$ cat src/rtl/core/ntdpe_pkg.sv
// ----------------------------------------------------------------------------
// ntdpe_pkg
// Shared types and constants for the nine-tube display pattern engine.
// ----------------------------------------------------------------------------
package ntdpe_pkg;

    localparam int NUM_TUBES   = 9;
    localparam int CHAR_W      = 8;
    localparam int IDX_W       = 16;
    localparam int TICK_W      = 17;
    localparam int CFG_ADDR_W  = 3;
    localparam int CFG_DATA_W  = 16;
    localparam int IN_DATA_W   = 16;
    localparam int OUT_DATA_W  = 80;
    localparam int BCD_W       = 20;

    localparam logic [TICK_W-1:0] TICK_MAX   = 17'h1FFFF;
    localparam logic [CHAR_W-1:0] CHAR_SPACE = 8'h20;
    localparam logic [CHAR_W-1:0] CHAR_ZERO  = 8'h30;
    localparam logic [3:0]        NUM_TUBES_CODE = 4'd9;

    // input kinds
    localparam logic [1:0] KIND_TICK    = 2'd0;
    localparam logic [1:0] KIND_LOAD    = 2'd1;
    localparam logic [1:0] KIND_RESTART = 2'd2;

    // display modes
    localparam logic [2:0] MODE_DIRECT = 3'd0;
    localparam logic [2:0] MODE_SCROLL = 3'd1;
    localparam logic [2:0] MODE_TRIPLE = 3'd2;
    localparam logic [2:0] MODE_NUMBER = 3'd3;
    localparam logic [2:0] MODE_WIPE   = 3'd4;

    // register indexes
    localparam logic [CFG_ADDR_W-1:0] CFG_MODE        = 3'd0;
    localparam logic [CFG_ADDR_W-1:0] CFG_STEP_DIR    = 3'd1;
    localparam logic [CFG_ADDR_W-1:0] CFG_INTERVAL    = 3'd2;
    localparam logic [CFG_ADDR_W-1:0] CFG_TOTAL_STEPS = 3'd3;
    localparam logic [CFG_ADDR_W-1:0] CFG_START_INDEX = 3'd4;

    localparam logic [IDX_W-1:0] TOTAL_STEPS_RST = 16'd255;

    typedef enum logic [2:0] {
        OP_LOAD,
        OP_DIRECT,
        OP_SCROLL,
        OP_TRIPLE,
        OP_NUMBER,
        OP_WIPE
    } t_op;

    typedef logic [NUM_TUBES-1:0][CHAR_W-1:0] t_tubes;

    typedef struct packed {
        t_op                op;
        logic [3:0]         pos;
        logic [CHAR_W-1:0]  chr;
        logic [IDX_W-1:0]   idx;
        logic               done;
        logic [11:0]        cnt_low;
        logic [11:0]        cnt_mid;
        logic [11:0]        cnt_high;
        logic [BCD_W-1:0]   bcd;
        logic [2:0]         mod5;
    } t_item;

endpackage

$ cat src/rtl/core/ntdpe_ctrl.sv
// ----------------------------------------------------------------------------
// ntdpe_ctrl
// Input register, configuration registers, tick counter, step index and
// decimal chained counters; issues load and frame operations downstream.
// ----------------------------------------------------------------------------
module ntdpe_ctrl (
    input  logic                            i_clk,
    input  logic                            i_rst_n,
    input  logic                            i_valid,
    input  logic [1:0]                      i_kind,
    input  logic [3:0]                      i_pos,
    input  logic [7:0]                      i_chr,
    output logic                            o_ready,
    input  logic                            i_cfg_wr_en,
    input  logic [ntdpe_pkg::CFG_ADDR_W-1:0] i_cfg_addr,
    input  logic [ntdpe_pkg::CFG_DATA_W-1:0] i_cfg_wdata,
    output logic                            o_item_valid,
    output ntdpe_pkg::t_item                o_item,
    input  logic                            i_item_ready
);
    import ntdpe_pkg::*;

    logic                r_in_valid;
    logic [1:0]          r_kind;
    logic [3:0]          r_pos;
    logic [CHAR_W-1:0]   r_chr;

    logic [2:0]          r_mode;
    logic                r_step_dir;
    logic [IDX_W-1:0]    r_interval;
    logic [IDX_W-1:0]    r_total;
    logic [IDX_W-1:0]    r_start;

    logic [TICK_W-1:0]   r_elapsed, n_elapsed;
    logic [IDX_W-1:0]    r_idx, n_idx;
    logic [11:0]         r_low, n_low;
    logic [11:0]         r_mid, n_mid;
    logic [11:0]         r_high, n_high;

    logic [TICK_W-1:0]   tick_inc;
    logic                frame;
    logic                emit;
    logic                leave;
    logic [IDX_W-1:0]    step_idx;
    logic                step_done;
    logic [IDX_W-1:0]    idx_inc;
    logic [IDX_W-1:0]    idx_dec;
    logic [11:0]         tri_low, tri_mid, tri_high;

    function automatic logic [11:0] bcd_inc3(input logic [11:0] v);
        logic [11:0] r;
        r = v;
        if (v[3:0] == 4'd9) begin
            r[3:0] = 4'd0;
            if (v[7:4] == 4'd9) begin
                r[7:4] = 4'd0;
                r[11:8] = (v[11:8] == 4'd9) ? 4'd0 : v[11:8] + 4'd1;
            end else begin
                r[7:4] = v[7:4] + 4'd1;
            end
        end else begin
            r[3:0] = v[3:0] + 4'd1;
        end
        return r;
    endfunction

    always_comb begin
        tick_inc = (r_elapsed < TICK_MAX) ? r_elapsed + 17'd1 : r_elapsed;
        frame    = tick_inc > {1'b0, r_interval};

        idx_inc = r_idx + 16'd1;
        idx_dec = r_idx - 16'd1;
        if (r_step_dir == 1'b0) begin
            step_done = idx_inc >= r_total;
            step_idx  = step_done ? '0 : idx_inc;
        end else begin
            step_done = idx_dec == '0;
            step_idx  = step_done ? r_total - 16'd1 : idx_dec;
        end

        tri_low  = bcd_inc3(r_low);
        tri_mid  = (tri_low[11:8] != 4'd0) ? bcd_inc3(r_mid) : r_mid;
        tri_high = (tri_mid[11:8] != 4'd0) ? bcd_inc3(r_high) : r_high;
        if (tri_low == 12'h999) begin
            tri_low  = '0;
            tri_mid  = '0;
            tri_high = '0;
        end
    end

    always_comb begin
        o_item          = '0;
        o_item.pos      = r_pos;
        o_item.chr      = r_chr;
        o_item.idx      = r_idx;
        o_item.cnt_low  = tri_low;
        o_item.cnt_mid  = tri_mid;
        o_item.cnt_high = tri_high;
        o_item.op       = OP_LOAD;
        emit            = 1'b0;
        case (r_kind)
            KIND_LOAD: begin
                emit = r_pos < NUM_TUBES_CODE;
            end
            KIND_TICK: begin
                if (frame) begin
                    case (r_mode)
                        MODE_DIRECT: begin
                            o_item.op = OP_DIRECT;
                            emit      = 1'b1;
                        end
                        MODE_SCROLL: begin
                            o_item.op = OP_SCROLL;
                            emit      = 1'b1;
                        end
                        MODE_TRIPLE: begin
                            o_item.op = OP_TRIPLE;
                            emit      = 1'b1;
                        end
                        MODE_NUMBER: begin
                            o_item.op   = OP_NUMBER;
                            o_item.done = step_done;
                            emit        = 1'b1;
                        end
                        MODE_WIPE: begin
                            o_item.op   = OP_WIPE;
                            o_item.done = step_done;
                            emit        = 1'b1;
                        end
                        default: begin
                            emit = 1'b0;
                        end
                    endcase
                end
            end
            default: begin
                emit = 1'b0;
            end
        endcase
        o_item_valid = r_in_valid && emit;
        leave        = r_in_valid && (!emit || i_item_ready);
        o_ready      = !r_in_valid || leave;
    end

    always_comb begin
        n_elapsed = r_elapsed;
        n_idx     = r_idx;
        n_low     = r_low;
        n_mid     = r_mid;
        n_high    = r_high;
        if (leave) begin
            case (r_kind)
                KIND_TICK: begin
                    n_elapsed = frame ? '0 : tick_inc;
                    if (frame) begin
                        case (r_mode)
                            MODE_TRIPLE: begin
                                n_low  = tri_low;
                                n_mid  = tri_mid;
                                n_high = tri_high;
                            end
                            MODE_NUMBER, MODE_WIPE: begin
                                n_idx = step_idx;
                            end
                            default: begin
                                n_idx = r_idx;
                            end
                        endcase
                    end
                end
                KIND_RESTART: begin
                    n_idx  = r_start;
                    n_low  = '0;
                    n_mid  = '0;
                    n_high = '0;
                end
                default: begin
                    n_idx = r_idx;
                end
            endcase
        end
    end

    always_ff @(posedge i_clk) begin
        if (!i_rst_n) begin
            r_in_valid <= 1'b0;
            r_mode     <= MODE_DIRECT;
            r_step_dir <= 1'b0;
            r_interval <= '0;
            r_total    <= TOTAL_STEPS_RST;
            r_start    <= '0;
            r_elapsed  <= '0;
            r_idx      <= '0;
            r_low      <= '0;
            r_mid      <= '0;
            r_high     <= '0;
        end else begin
            if (o_ready) begin
                r_in_valid <= i_valid;
            end
            r_elapsed <= n_elapsed;
            r_idx     <= n_idx;
            r_low     <= n_low;
            r_mid     <= n_mid;
            r_high    <= n_high;
            if (i_cfg_wr_en) begin
                case (i_cfg_addr)
                    CFG_MODE:        r_mode     <= i_cfg_wdata[2:0];
                    CFG_STEP_DIR:    r_step_dir <= i_cfg_wdata[0];
                    CFG_INTERVAL:    r_interval <= i_cfg_wdata;
                    CFG_TOTAL_STEPS: r_total    <= i_cfg_wdata;
                    CFG_START_INDEX: r_start    <= i_cfg_wdata;
                    default: begin
                        r_mode <= r_mode;
                    end
                endcase
            end
        end
    end

    always_ff @(posedge i_clk) begin
        if (o_ready && i_valid) begin
            r_kind <= i_kind;
            r_pos  <= i_pos;
            r_chr  <= i_chr;
        end
    end

endmodule

$ cat src/rtl/core/ntdpe_conv.sv
// ----------------------------------------------------------------------------
// ntdpe_conv
// Two-stage binary to decimal conversion of the step index, plus index mod 5.
// ----------------------------------------------------------------------------
module ntdpe_conv (
    input  logic             i_clk,
    input  logic             i_rst_n,
    input  logic             i_valid,
    input  ntdpe_pkg::t_item i_item,
    output logic             o_ready,
    output logic             o_valid,
    output ntdpe_pkg::t_item o_item,
    input  logic             i_ready
);
    import ntdpe_pkg::*;

    logic   r_a_valid;
    logic   r_b_valid;
    t_item  r_a;
    t_item  r_b;
    t_item  n_b;
    logic   move_a;
    logic   move_b;

    function automatic logic [BCD_W-1:0] dd8(input logic [BCD_W-1:0] bcd,
                                            input logic [7:0] bits);
        logic [BCD_W-1:0] v;
        v = bcd;
        for (int s = 7; s >= 0; s--) begin
            for (int d = 0; d < BCD_W / 4; d++) begin
                if (v[d*4 +: 4] >= 4'd5) begin
                    v[d*4 +: 4] = v[d*4 +: 4] + 4'd3;
                end
            end
            v = {v[BCD_W-2:0], bits[s]};
        end
        return v;
    endfunction

    function automatic logic [2:0] mod5(input logic [IDX_W-1:0] x);
        logic [5:0] s;
        logic [4:0] t;
        s = {2'b00, x[3:0]} + {2'b00, x[7:4]} + {2'b00, x[11:8]} + {2'b00, x[15:12]};
        t = {3'b000, s[5:4]} + {1'b0, s[3:0]};
        if (t >= 5'd15) begin
            t = t - 5'd15;
        end else if (t >= 5'd10) begin
            t = t - 5'd10;
        end else if (t >= 5'd5) begin
            t = t - 5'd5;
        end
        return t[2:0];
    endfunction

    always_comb begin
        n_b      = r_a;
        n_b.bcd  = dd8('0, r_a.idx[15:8]);
        n_b.mod5 = mod5(r_a.idx);

        o_item     = r_b;
        o_item.bcd = dd8(r_b.bcd, r_b.idx[7:0]);
        o_valid    = r_b_valid;

        move_b  = r_b_valid && i_ready;
        move_a  = r_a_valid && (!r_b_valid || move_b);
        o_ready = !r_a_valid || move_a;
    end

    always_ff @(posedge i_clk) begin
        if (!i_rst_n) begin
            r_a_valid <= 1'b0;
            r_b_valid <= 1'b0;
        end else begin
            if (o_ready) begin
                r_a_valid <= i_valid;
            end
            if (move_a) begin
                r_b_valid <= 1'b1;
            end else if (move_b) begin
                r_b_valid <= 1'b0;
            end
        end
    end

    always_ff @(posedge i_clk) begin
        if (o_ready && i_valid) begin
            r_a <= i_item;
        end
        if (move_a) begin
            r_b <= n_b;
        end
    end

endmodule

$ cat src/rtl/core/ntdpe_frame.sv
// ----------------------------------------------------------------------------
// ntdpe_frame
// Character buffer and output register: applies loads, builds each frame.
// ----------------------------------------------------------------------------
module ntdpe_frame (
    input  logic              i_clk,
    input  logic              i_rst_n,
    input  logic              i_valid,
    input  ntdpe_pkg::t_item  i_item,
    output logic              o_ready,
    output logic              o_out_valid,
    output ntdpe_pkg::t_tubes o_tubes,
    output logic              o_done,
    input  logic              i_out_ready
);
    import ntdpe_pkg::*;

    t_tubes  r_buf, n_buf;
    t_tubes  r_tubes, n_tubes;
    logic    r_done;
    logic    r_out_valid;
    logic    fire;
    logic    emit;

    function automatic logic [CHAR_W-1:0] digit_char(input logic [3:0] d);
        return {4'h3, d};
    endfunction

    function automatic logic [CHAR_W-1:0] wipe_char(input logic [2:0] p,
                                                    input int t);
        logic [CHAR_W-1:0] c;
        c = CHAR_SPACE;
        case (p)
            3'd0: if (t == 0) c = 8'h31;
            3'd1: if (t == 1 || t == 3) c = 8'h32;
            3'd2: if (t == 2 || t == 4 || t == 6) c = 8'h33;
            3'd3: if (t == 5 || t == 7) c = 8'h32;
            3'd4: if (t == 8) c = 8'h2B;
            default: c = CHAR_SPACE;
        endcase
        return c;
    endfunction

    always_comb begin
        o_ready = (i_item.op == OP_LOAD) || !r_out_valid || i_out_ready;
        fire    = i_valid && o_ready;
        emit    = i_item.op != OP_LOAD;
        n_buf   = r_buf;
        n_tubes = r_buf;
        case (i_item.op)
            OP_LOAD: begin
                for (int t = 0; t < NUM_TUBES; t++) begin
                    if (i_item.pos == 4'(t)) begin
                        n_buf[t] = i_item.chr;
                    end
                end
            end
            OP_DIRECT: begin
                n_tubes = r_buf;
            end
            OP_SCROLL: begin
                n_buf[0] = r_buf[NUM_TUBES-1];
                for (int t = 1; t < NUM_TUBES; t++) begin
                    n_buf[t] = r_buf[t-1];
                end
                n_tubes = n_buf;
            end
            OP_TRIPLE: begin
                n_tubes[0] = digit_char(i_item.cnt_low[11:8]);
                n_tubes[1] = digit_char(i_item.cnt_low[7:4]);
                n_tubes[2] = digit_char(i_item.cnt_low[3:0]);
                n_tubes[3] = digit_char(i_item.cnt_mid[11:8]);
                n_tubes[4] = digit_char(i_item.cnt_mid[7:4]);
                n_tubes[5] = digit_char(i_item.cnt_mid[3:0]);
                n_tubes[6] = digit_char(i_item.cnt_high[11:8]);
                n_tubes[7] = digit_char(i_item.cnt_high[7:4]);
                n_tubes[8] = digit_char(i_item.cnt_high[3:0]);
            end
            OP_NUMBER: begin
                for (int t = 0; t < NUM_TUBES - BCD_W / 4; t++) begin
                    n_buf[t] = CHAR_ZERO;
                end
                for (int d = 0; d < BCD_W / 4; d++) begin
                    n_buf[NUM_TUBES-1-d] = digit_char(i_item.bcd[d*4 +: 4]);
                end
                n_tubes = n_buf;
            end
            OP_WIPE: begin
                for (int t = 0; t < NUM_TUBES; t++) begin
                    n_tubes[t] = wipe_char(i_item.mod5, t);
                end
            end
            default: begin
                n_tubes = r_buf;
            end
        endcase
    end

    always_ff @(posedge i_clk) begin
        if (!i_rst_n) begin
            r_out_valid <= 1'b0;
            for (int t = 0; t < NUM_TUBES; t++) begin
                r_buf[t] <= CHAR_SPACE;
            end
        end else begin
            if (fire) begin
                r_buf <= n_buf;
            end
            if (fire && emit) begin
                r_out_valid <= 1'b1;
            end else if (i_out_ready) begin
                r_out_valid <= 1'b0;
            end
        end
    end

    always_ff @(posedge i_clk) begin
        if (fire && emit) begin
            r_tubes <= n_tubes;
            r_done  <= i_item.done;
        end
    end

    assign o_out_valid = r_out_valid;
    assign o_tubes     = r_tubes;
    assign o_done      = r_done;

endmodule

$ cat src/rtl/core/nine_tube_display_pattern_engine.sv
// ----------------------------------------------------------------------------
// nine_tube_display_pattern_engine
// Frame generator for a nine-character tube display.
// ----------------------------------------------------------------------------
// Input stream (s_axis): one beat per event - a millisecond tick, a buffer
// character load or a restart of the current mode. Output stream (m_axis):
// one beat per frame, carrying nine ASCII characters and a wrap flag.
// Frames are produced on the tick that takes the elapsed count past
// interval_ms; loads, restarts and other ticks give no output beat.
// Configuration: write i_cfg_wdata into register i_cfg_addr while
// i_cfg_wr_en is high (0 mode, 1 step direction, 2 interval, 3 total steps,
// 4 start index). Write only while no beats are in flight.
// Throughput: one input beat per cycle unless m_axis stalls. A frame passes
// from the input register through two decimal conversion stages for the
// step index, then the output register.
// When m_axis stalls, the full frame is held and the stages ahead of it
// keep filling; s_axis deasserts tready once every stage is occupied.
// Reset (synchronous, active low) clears the buffer to spaces, all counters
// to zero, total steps to 255 and empties the pipeline.
// ----------------------------------------------------------------------------
module nine_tube_display_pattern_engine (
    input  logic                             i_clk,
    input  logic                             i_rst_n,
    // kind[1:0], position[5:2], character[13:6], zero[15:14]
    input  logic [ntdpe_pkg::IN_DATA_W-1:0]  i_s_axis_tdata,
    input  logic                             i_s_axis_tvalid,
    output logic                             o_s_axis_tready,
    // tube_0[7:0] .. tube_8[71:64], pattern_complete[72], zero[79:73]
    output logic [ntdpe_pkg::OUT_DATA_W-1:0] o_m_axis_tdata,
    output logic                             o_m_axis_tvalid,
    input  logic                             i_m_axis_tready,
    input  logic                             i_cfg_wr_en,
    input  logic [ntdpe_pkg::CFG_ADDR_W-1:0] i_cfg_addr,
    input  logic [ntdpe_pkg::CFG_DATA_W-1:0] i_cfg_wdata
);
    import ntdpe_pkg::*;

    t_item   ctrl_item;
    logic    ctrl_valid;
    logic    conv_ready;
    t_item   conv_item;
    logic    conv_valid;
    logic    frame_ready;
    t_tubes  tubes;
    logic    done;

    ntdpe_ctrl u_ctrl (
        .i_clk        (i_clk),
        .i_rst_n      (i_rst_n),
        .i_valid      (i_s_axis_tvalid),
        .i_kind       (i_s_axis_tdata[1:0]),
        .i_pos        (i_s_axis_tdata[5:2]),
        .i_chr        (i_s_axis_tdata[13:6]),
        .o_ready      (o_s_axis_tready),
        .i_cfg_wr_en  (i_cfg_wr_en),
        .i_cfg_addr   (i_cfg_addr),
        .i_cfg_wdata  (i_cfg_wdata),
        .o_item_valid (ctrl_valid),
        .o_item       (ctrl_item),
        .i_item_ready (conv_ready)
    );

    ntdpe_conv u_conv (
        .i_clk   (i_clk),
        .i_rst_n (i_rst_n),
        .i_valid (ctrl_valid),
        .i_item  (ctrl_item),
        .o_ready (conv_ready),
        .o_valid (conv_valid),
        .o_item  (conv_item),
        .i_ready (frame_ready)
    );

    ntdpe_frame u_frame (
        .i_clk       (i_clk),
        .i_rst_n     (i_rst_n),
        .i_valid     (conv_valid),
        .i_item      (conv_item),
        .o_ready     (frame_ready),
        .o_out_valid (o_m_axis_tvalid),
        .o_tubes     (tubes),
        .o_done      (done),
        .i_out_ready (i_m_axis_tready)
    );

    assign o_m_axis_tdata = {7'd0, done, tubes};

endmodule

$ cat config.mk
export PLATFORM = sky130hd
export DESIGN_NAME = nine_tube_display_pattern_engine
export DESIGN_NICKNAME = d
export VERILOG_FILES = /design/src/rtl/core/ntdpe_pkg.sv /design/src/rtl/core/ntdpe_ctrl.sv /design/src/rtl/core/ntdpe_conv.sv /design/src/rtl/core/ntdpe_frame.sv /design/src/rtl/core/nine_tube_display_pattern_engine.sv
export SDC_FILE = /design/constraint.sdc
export NUM_CORES = 1
export LEC_CHECK = 0
export BUFFER_PORTS_ARGS = -buffer_cell sky130_fd_sc_hd__buf_4
export CORE_MARGIN = 4
export CORE_UTILIZATION = 28
export DETAILED_ROUTE_END_ITERATION = 10
export PLACE_DENSITY_LB_ADDON = 0.12
export SYNTH_ARGS = -nofsm -noshare
export SYNTH_HDL_FRONTEND = slang
export SYNTH_HIERARCHICAL = 1
export SYNTH_SLANG_ARGS = --single-unit
export TNS_END_PERCENT = 1
$ cat constraint.sdc
create_clock -name i_clk -period 10.12 [get_ports i_clk]
set_input_delay 1.518 -clock i_clk [delete_from_list [all_inputs] [get_ports i_clk]]
set_output_delay 1.518 -clock i_clk [all_outputs]
set_load 0.01 [all_outputs]
After elaboration in Yosys (flattened, before gate mapping)

Index checks and enable logic that the tools add are counted.

Bits in registers: 425
Bits of input ports: 40
Output and inout port bits: 82
Logic and storage cells: 380

Add/sub/neg operators: 64
$lt $le $gt $ge: 51
Eq/ne operators: 48
Multiplexer cells: 109
Reduce and logical (&&, ||, !) cells: 53

Operator list:

| operator                                                                             | count |
|---|---|
| 72-bit one-hot mux with 4 select lines                                               | 1 |
| 72-bit one-hot mux with 3 select lines                                               | 1 |
| 4-bit 2-to-1 mux                                                                     | 50 |
| 4-bit by 3-bit greater-or-equal comparator with 1-bit output (second input constant) | 39 |
| 4-bit by 2-bit adder with 4-bit output (second input constant)                       | 34 |
| 12-bit 2-to-1 mux                                                                    | 11 |
| 8-bit 2-to-1 mux                                                                     | 12 |
| 16-bit 2-to-1 mux                                                                    | 5 |
| 12-bit one-hot mux with 2 select lines                                               | 3 |
| 4-bit equality test (second input constant)                                          | 10 |
| 4-bit by 1-bit adder with 4-bit output (second input constant)                       | 9 |
| 17-bit 2-to-1 mux                                                                    | 2 |
| 16-bit one-hot mux with 2 select lines                                               | 1 |
| 16-bit by 1-bit subtractor with 16-bit output (second input constant)                | 2 |
| 3-bit 2-to-1 mux                                                                     | 10 |
| 3-bit AND reduction                                                                  | 10 |
| 3-bit by 2-bit equality test with 1-bit output (second input constant)               | 8 |
| 2-bit != test (second input constant)                                                | 11 |
| 5-bit 2-to-1 mux                                                                     | 4 |
| 17-bit by 1-bit adder with 17-bit output (second input constant)                     | 1 |
| 17-bit by 16-bit > comparator with 1-bit output                                      | 1 |
| 17-bit less-than comparator (second input constant)                                  | 1 |
| 16-bit by 1-bit adder with 16-bit output (second input constant)                     | 1 |
| 4-bit by 3-bit equality test with 1-bit output (second input constant)               | 4 |
| other kinds (41)                                                                     | 94 |

Depth between registers and ports, before layout

Gate-level depths: netlist of run 1.

Depth in word-level cells: 17
Mapped depth: 43
Mapped depth without buffers: 41

Cells and area by module

The synthesis of run 1 kept the hierarchy.

By module, submodules not included:

| module                           | times used | cells each | area each (um2) | sequential area each (um2) |
|---|---|---|---|---|
| ntdpe_conv                       | 1          | 948        | 10186.0         | 4484.3 |
| ntdpe_ctrl                       | 1          | 1156       | 8886.0          | 2862.7 |
| ntdpe_frame                      | 1          | 768        | 7508.5          | 3653.5 |
| nine_tube_display_pattern_engine | 1          | 9          | 63.8            | 0.0 |

Least setup slack after synthesis of run 1

OpenSTA, ideal clock, no wires.

Path type: register -> register
Start point: reg u_conv/r_b[7] (netlist name)
End point: reg u_frame/r_buf[50] (netlist name)
Setup time: 0.127 ns
Data arrival time: 6.907 ns
Required time: 9.993 ns
Setup slack: 3.086 ns
Cell stages (with the launch flop): 41
Path buffers: 1
Clock period less this slack: 7.034 ns
Path through: edfxtp_1 > inv_1 > ha_1 > nor2b_1 > or3_1 > nand2_1 > nor2_1 > inv_1 > ha_1 > a21oi_1 > o21ai_0 > and2_1 > ha_1 > nor4_1 > o31ai_1 > o21ai_0 > and2_1 > buf_2 > [5 not listed] > inv_2 > ha_1 > or4_1 > a311o_1 > nand2_1 > ha_1 > a21oi_1 > o211a_1 > or2_4 > ha_1 > inv_1 > a32oi_2 > nor2_1 > o21ai_1 > a21bo_1 > o22a_1 > o221ai_1 > o21ai_0

RTL lines:

| item                     | RTL line           | RTL |
|---|---|---|
| start: declaration       | ntdpe_conv.sv:20   | `t_item r_b;` |
| start signal: assignment | ntdpe_conv.sv:90   | `r_b <= n_b;` |
| end signal: assignment   | ntdpe_frame.sv:107 | `r_buf <= n_buf;` |
| end: declaration         | ntdpe_frame.sv:18  | `t_tubes r_buf, n_buf;` |

==> run_summary.xml, run 1 <==
<?xml version="1.0" encoding="UTF-8"?>
<metrics>
  <group name="routing">
    <metric name="wl_per_cell" unit="um">18.7</metric>
    <metric name="drt-pass1-iter-count" unit="">5</metric>
    <metric name="detailroute.via_count" unit="">21500</metric>
    <metric name="detail_route.wirelength" unit="mm">76.6</metric>
    <metric name="routed_via_density" unit="">5.25</metric>
    <metric name="drt.antenna.violating_nets" unit="">0</metric>
    <metric name="detailed_route_iter0_violations" unit="">1617</metric>
    <metric name="post-route-drc-count" unit="">0</metric>
  </group>
  <group name="clock_tree">
    <metric name="cts_setup_buffers" unit="">0</metric>
    <metric name="cts_num_sinks" unit="">425</metric>
    <metric name="clk_pin_slew_worst_paths" unit="ns">0.06</metric>
    <metric name="cts-buffers-inserted" unit="">50</metric>
    <metric name="worst_case_clock_buffer_depth" unit="">3</metric>
    <metric name="clk-insertion-delay-late" unit="ns">0.61</metric>
    <metric name="cts_tree" unit="">yes</metric>
    <metric name="cts_hold_repair.buffers" unit="">0</metric>
    <metric name="clock_tree_root_driver_cell" unit="">clkbuf_16</metric>
    <metric name="cts.repair.resized" unit="">0</metric>
    <metric name="htree_num_levels" unit="">2</metric>
  </group>
  <group name="min_path">
    <metric name="hold_class" unit="">reg -&gt; reg</metric>
  </group>
  <group name="cells_and_area">
    <metric name="final_cells" unit="">4087</metric>
    <metric name="synthToLayoutAreaGrowth" unit="%">12.4</metric>
    <metric name="nets" unit="">2944</metric>
    <metric name="nFillCells" unit="">9481</metric>
    <metric name="most-common-layout-cells" unit="">nand2_1 (322), a21oi_1 (248), edfxtp_1 (228)</metric>
    <metric name="drive_above_1_share" unit="%">12.2</metric>
    <metric name="layout.cells.most_common" unit="">nand2_1</metric>
  </group>
  <group name="synthesis">
    <metric name="post_synth_instance_area" unit="mm2">0.0261</metric>
    <metric name="avgSynthCellArea" unit="um2">9.22</metric>
    <metric name="synth.yosys.warnings" unit="">6</metric>
    <metric name="netlist_instances" unit="">2834</metric>
  </group>
  <group name="worst_setup_path">
    <metric name="crit_fanout" unit="">7</metric>
    <metric name="critPathArrivalTime" unit="ns">9.01</metric>
    <metric name="cp_slowest_stage_delay" unit="ns">0.53</metric>
    <metric name="crit_path_end_kind" unit="">flop</metric>
    <metric name="critPathLaunchType" unit="">flop</metric>
    <metric name="critPathKind" unit="">reg -&gt; reg</metric>
    <metric name="crit_required" unit="ns">10.54</metric>
    <metric name="crit_slowest_cell" unit="">or4_1</metric>
    <metric name="critPathMostFrequentCell" unit="">ha_1</metric>
  </group>
  <group name="sta">
    <metric name="relSlewSlack" unit="%">19.0</metric>
    <metric name="maxSlewViolCount" unit="">0</metric>
    <metric name="maxClockFrequency" unit="MHz">116</metric>
    <metric name="grt_setup_unrepaired" unit="">no</metric>
    <metric name="total_neg_setup_slack" unit="ns">0</metric>
    <metric name="hold_violations" unit="">0</metric>
    <metric name="min_clock_period_post_route" unit="ns">8.59</metric>
    <metric name="worst_slew_pin_slew" unit="ns">1.21</metric>
    <metric name="post_route_clock_period_utilization" unit="%">84.9</metric>
    <metric name="layout_setup_ws" unit="ns">1.53</metric>
    <metric name="setup_viol" unit="">0</metric>
    <metric name="finClkSkew" unit="ns">0.0265</metric>
  </group>
  <group name="global_routing">
    <metric name="first_pass_grt_wire_length" unit="mm">119</metric>
    <metric name="grtUsageTotal" unit="%">15.0</metric>
    <metric name="grt-ovfl-total" unit="">0</metric>
    <metric name="first_global_vias" unit="">20600</metric>
    <metric name="grt_antenna_before_repair" unit="">1</metric>
    <metric name="grt_start_max_net_pins" unit="">74</metric>
  </group>
  <group name="run_status">
    <metric name="run_status" unit="">completed</metric>
  </group>
  <group name="floorplan">
    <metric name="area_enclosed_by_the_die_boundary" unit="mm2">0.0983</metric>
    <metric name="die_h" unit="um">314</metric>
    <metric name="die_width" unit="um">314</metric>
    <metric name="design.core.area" unit="mm2">0.0921</metric>
    <metric name="ios" unit="">122</metric>
    <metric name="initial_cell_density_of_the_core" unit="%">28.4</metric>
    <metric name="num_rows" unit="">111</metric>
  </group>
  <group name="power_and_ir_drop">
    <metric name="power_per_cell_area" unit="mW/mm2">158</metric>
    <metric name="ir_drop" unit="V">0.000109</metric>
    <metric name="static-leakage-power" unit="uW">0.0102</metric>
  </group>
  <group name="place">
    <metric name="gp_congestion" unit="">0.800</metric>
    <metric name="place_hpwl" unit="mm">54.0</metric>
    <metric name="place_worst_setup_slack" unit="ns">1.67</metric>
    <metric name="dp_cells" unit="">3992</metric>
    <metric name="numPortBuffers" unit="">112</metric>
  </group>
  <group name="flow_run">
    <metric name="max_cap_violations" unit="">0</metric>
  </group>
</metrics>
[per-layer routing]
layer  routed length, um  vias to the layer above  share of wire, %  GRT usage [%]
met5                   0                        -                 0              0
met4                1680                        0               2.2           3.70
met3                3520                       99               4.6           2.06
met2               34800                      520                45           24.1
met1               36600                    10400                48           21.2
li1                    -                    10400                 -              -
[flip-flops by register name, summed over array words and instances, names as in the netlist, 2 cells and up]
name	cells
u_ctrl/r_pos	4
u_conv/o_item	64
u_ctrl/r_chr	8
u_ctrl/r_total	16
u_conv/r_b	9
u_ctrl/r_elapsed	17
u_conv/n_b	68
u_ctrl/r_low	12
u_ctrl/r_kind	2
u_ctrl/r_interval	16
u_ctrl/r_mode	3
u_frame/r_buf	72
u_ctrl/r_start	16
u_ctrl/r_mid	12
u_ctrl/r_high	12
u_frame/o_tubes	72
u_ctrl/r_idx	16
[per-stage QoR]
step | cell area [um2] | power [uW] | hold WS, ns | util, %
3_3_place_gp | 27600 | 2710 | 0.408 | 30.0
3_5_place_dp | 27600 | 2730 | 0.405 | 30.0
6_report | 29400 | 4640 | 0.398 | 31.9
4_1_cts | 29400 | 4710 | 0.401 | 31.9
5_1_grt | 29400 | 4870 | 0.403 | 31.9
2_1_floorplan | 26200 | 2540 | 0.400 | -
[critical path: cells and delay by family, from the launching register on]
kind	cells	cell delay, ns
buffers and inverters	5	0.32
AO/OA/AOI/OAI	10	2.25
XOR/XNOR	3	1.01
multiplexers	1	0.21
flip-flops	1	0.47
adder cells (fa/ha/maj)	7	1.52
AND/OR/NAND/NOR	12	2.65
[report_power, final]
group	total, uW	switching, uW	leakage, uW	internal, uW
Combinational	835	507	0.00577	328
Sequential	1860	22.3	0.00361	1840
Clock	1940	758	0.000854	1180
[final timing paths]
path	from	end	slack [ns]	cells past startpoint
worst max register to register	u_conv/r_b[7]	u_frame/o_tubes[33]	1.53	38
worst min-delay path	u_conv/n_b[51]	u_conv/o_item[51]	0.40	0
worst max-delay path	u_conv/r_b[7]	u_frame/o_tubes[33]	1.53	38
worst min register to register	u_conv/n_b[51]	u_conv/o_item[51]	0.40	0
[area by class of cell]
cell class	instances	area, um2	share of cell area, %
Antenna cell	1	2.50	0.00852
Tap cell	1243	1560	5.30
Sequential cell	425	10800	36.7
Clock buffer	63	1320	4.50
Timing Repair Buffer	143	1070	3.66
Inverter	114	430	1.47
Clock inverter	31	433	1.47
Multi-Input combinational cell	2067	13800	46.9
No activity file was read; power rests on OpenSTA's default activity.
==> run 2: changes to the inputs <==
Clock period 10.12 ns to 7.6 ns, I/O delays scaled along.
==> run 2 against run 1 <==
  * Maximum frequency increased by 19%
  * Combinational power increased by 38%
  * Worst setup slack got worse by 1.1 ns
  * Largest power group is now sequential cells
  * First-iteration DRC count decreased by 4.7%
  * Clock power increased by 27%
  * Worst hold slack improved by 0.0015 ns
  * Routed wire length increased by 0.35%
  * Sequential share of layout area decreased by 0.26 points
  * Global-route usage increased by 0.084 points
==> run_summary.xml, run 2 (synthesized netlist as in run 1, its figures left out) <==
<?xml version="1.0" encoding="UTF-8"?>
<metrics>
  <group name="worst_setup_path">
    <metric name="crit_fanout" unit="">5</metric>
    <metric name="crit_path_end_kind" unit="">flop</metric>
    <metric name="timing.critical_path.from" unit="">u_conv/r_b[7]</metric>
    <metric name="worstRegToRegCells" unit="">37</metric>
    <metric name="cp_slowest_stage_delay" unit="ns">0.53</metric>
    <metric name="critical_path.reg2reg.endpoint" unit="">u_frame/o_tubes[40]</metric>
    <metric name="critPathMostFrequentCell" unit="">ha_1</metric>
    <metric name="critPathArrivalTime" unit="ns">7.62</metric>
    <metric name="worst_reg2reg_startpoint" unit="">u_conv/r_b[7]</metric>
    <metric name="crit_required" unit="ns">8.03</metric>
    <metric name="crit_slowest_cell" unit="">or4_1</metric>
    <metric name="critPathLaunchType" unit="">flop</metric>
    <metric name="worst-r2r-setup-slack" unit="ns">0.40</metric>
    <metric name="critPathKind" unit="">reg -&gt; reg</metric>
  </group>
  <group name="power_and_ir_drop">
    <metric name="static-leakage-power" unit="uW">0.0104</metric>
    <metric name="share_comb_of_total_power" unit="%">18.9</metric>
    <metric name="ir_drop" unit="V">0.000165</metric>
    <metric name="fin_total_pwr" unit="uW">6100</metric>
    <metric name="power.net_switching" unit="uW">1740</metric>
    <metric name="switching_share" unit="%">28.6</metric>
    <metric name="power_frac_seq" unit="%">40.7</metric>
    <metric name="power_per_cell_area" unit="mW/mm2">206</metric>
    <metric name="p_int" unit="uW">4350</metric>
    <metric name="p_clk_share" unit="%">40.4</metric>
  </group>
  <group name="global_routing">
    <metric name="grt_antenna_before_repair" unit="">1</metric>
    <metric name="grt-ovfl-total" unit="">0</metric>
    <metric name="grt_start_max_net_pins" unit="">74</metric>
    <metric name="grtUsageTotal" unit="%">15.1</metric>
    <metric name="first_global_vias" unit="">20700</metric>
    <metric name="first_pass_grt_wire_length" unit="mm">120</metric>
  </group>
  <group name="sta">
    <metric name="hold_violations" unit="">0</metric>
    <metric name="finClkSkew" unit="ns">0.0349</metric>
    <metric name="maxClockFrequency" unit="MHz">139</metric>
    <metric name="post_route_clock_period_utilization" unit="%">94.7</metric>
    <metric name="maxSlewViolCount" unit="">0</metric>
    <metric name="min_clock_period_post_route" unit="ns">7.20</metric>
    <metric name="worst_slew_pin_slew" unit="ns">1.23</metric>
    <metric name="relSlewSlack" unit="%">18.0</metric>
    <metric name="setup_viol" unit="">0</metric>
  </group>
  <group name="cells_and_area">
    <metric name="seqCellArea" unit="mm2">0.0108</metric>
    <metric name="nets" unit="">2967</metric>
    <metric name="diodes" unit="">0</metric>
    <metric name="layout.cells.most_common" unit="">nand2_1</metric>
    <metric name="multi_input_area" unit="mm2">0.0138</metric>
    <metric name="nFillCells" unit="">9512</metric>
    <metric name="post-route-util" unit="%">32.1</metric>
    <metric name="most-common-layout-cells" unit="">nand2_1 (320), a21oi_1 (247), edfxtp_1 (228)</metric>
    <metric name="synthToLayoutAreaGrowth" unit="%">13.1</metric>
    <metric name="drive_above_1_share" unit="%">13.4</metric>
  </group>
  <group name="routing">
    <metric name="routed_via_density" unit="">5.21</metric>
    <metric name="post-route-drc-count" unit="">0</metric>
    <metric name="detail_route.wirelength" unit="mm">76.9</metric>
    <metric name="detailed_route_iter0_violations" unit="">1541</metric>
    <metric name="drt-pass1-iter-count" unit="">5</metric>
    <metric name="detailroute.via_count" unit="">21400</metric>
    <metric name="wl_per_cell" unit="um">18.7</metric>
    <metric name="drt.antenna.violating_nets" unit="">0</metric>
  </group>
  <group name="floorplan">
    <metric name="die_width" unit="um">314</metric>
    <metric name="die_h" unit="um">314</metric>
    <metric name="initial_cell_density_of_the_core" unit="%">28.4</metric>
    <metric name="design.core.area" unit="mm2">0.0921</metric>
    <metric name="num_rows" unit="">111</metric>
    <metric name="area_enclosed_by_the_die_boundary" unit="mm2">0.0983</metric>
    <metric name="ios" unit="">122</metric>
  </group>
  <group name="clock_tree">
    <metric name="cts_tree" unit="">yes</metric>
    <metric name="cts_num_sinks" unit="">425</metric>
    <metric name="cts-buffers-inserted" unit="">51</metric>
    <metric name="worst_case_clock_buffer_depth" unit="">3</metric>
    <metric name="htree_num_levels" unit="">2</metric>
    <metric name="clock_tree_root_driver_cell" unit="">clkbuf_16</metric>
    <metric name="clk_pin_slew_worst_paths" unit="ns">0.06</metric>
    <metric name="clk-insertion-delay-late" unit="ns">0.63</metric>
  </group>
  <group name="run_status">
    <metric name="run_status" unit="">completed</metric>
  </group>
  <group name="place">
    <metric name="gp_congestion" unit="">0.798</metric>
    <metric name="numPortBuffers" unit="">112</metric>
    <metric name="place_hpwl" unit="mm">54.3</metric>
  </group>
  <group name="min_path">
    <metric name="hold_class" unit="">reg -&gt; reg</metric>
    <metric name="min_from" unit="">u_conv/n_b[53]</metric>
    <metric name="holdPathEnd" unit="">u_conv/o_item[53]</metric>
    <metric name="timing.hold.worst_path_depth" unit="">0</metric>
  </group>
  <group name="flow_run">
    <metric name="max_cap_violations" unit="">0</metric>
  </group>
</metrics>
## run 2: cell types whose count changed in the layout (fill, tap and decap cells not counted), sizes merged
cell | before | now
bufinv | 10 | 2
buf | 143 | 165
clkinv | 20 | 23
clkinvlp | 2 | 0
diode | 1 | 0
clkbuf | 63 | 72
## run 2: power by group through the flow
stage | Clock [uW] | Combinational [uW] | Sequential, uW
floorplan | 0 | 867 | 2520
CTS | 2560 | 1140 | 2480
global route | 2640 | 1280 | 2490
finish | 2460 | 1150 | 2480
detailed placement | 0 | 1130 | 2530
global placement | 0 | 1110 | 2530
## run 2: area by class of cell
cell class | count | share of cell area [%]
Clock buffer | 72 | 4.97
Clock inverter | 24 | 0.817
Inverter | 114 | 1.46
Multi-Input combinational cell | 2067 | 46.8
Sequential cell | 425 | 36.5
Tap cell | 1243 | 5.26
Timing Repair Buffer | 165 | 4.19
## run 2: worst max path at each step
| stage | end | cells past startpoint |
|---|---|---|
| global placement | u_frame/o_tubes[33] | 39 |
| floorplan | u_frame/r_buf[50] | 40 |
| finish | u_frame/o_tubes[40] | 37 |
| CTS | u_frame/r_buf[33] | 40 |
| detailed placement | u_frame/r_buf[33] | 40 |
| global route | u_frame/r_buf[33] | 41 |
## run 2: worst max-delay path, delay by kind of cell (launching register included)
| kind | cells | cell delay [ns] |
|---|---|---|
| buffers and inverters | 5 | 0.29 |
| adder cells (fa/ha/maj) | 7 | 1.44 |
| multiplexers | 1 | 0.18 |
| AND/OR/NAND/NOR | 11 | 2.18 |
| AO/OA/AOI/OAI | 12 | 2.23 |
| flip-flops | 1 | 0.41 |
| XOR/XNOR | 1 | 0.25 |
## run 2: layer usage
metal / vias to the layer above / GRT usage [%] / routed length (um)
met5: - / 0 / 0
met4: 0 / 3.67 / 1540
li1: 10400 / - / -
met3: 88 / 2.17 / 3430
met2: 495 / 24.8 / 35900
met1: 10400 / 20.9 / 36100
## run 2: what timing repair did
| action | CTS | global route |
|---|---|---|
| endpoints found under the setup margin | 3 | 26 |
| hold buffers | 0 | 0 |
| gates resized for setup | 1 | 17 |
| pin swaps | 0 | 6 |
| buffers inserted | 0 | 9 |
## run 2: through the flow
step / cells / hold WS (ns) / area, um2 / setup TNS [ns] / worst slack (ns)
after floorplan: 2840 / 0.400 / 26200 / 0 / 0.566
after global placement: 4005 / 0.405 / 27700 / 0 / 0.118
after detailed placement: 4005 / 0.405 / 27700 / -0.0528 / -0.0294
after CTS: 4101 / 0.404 / 29400 / 0 / 0.00362
after global routing: 4110 / 0.403 / 29600 / -0.0748 / -0.0325
final: 4110 / 0.400 / 29600 / 0 / 0.404
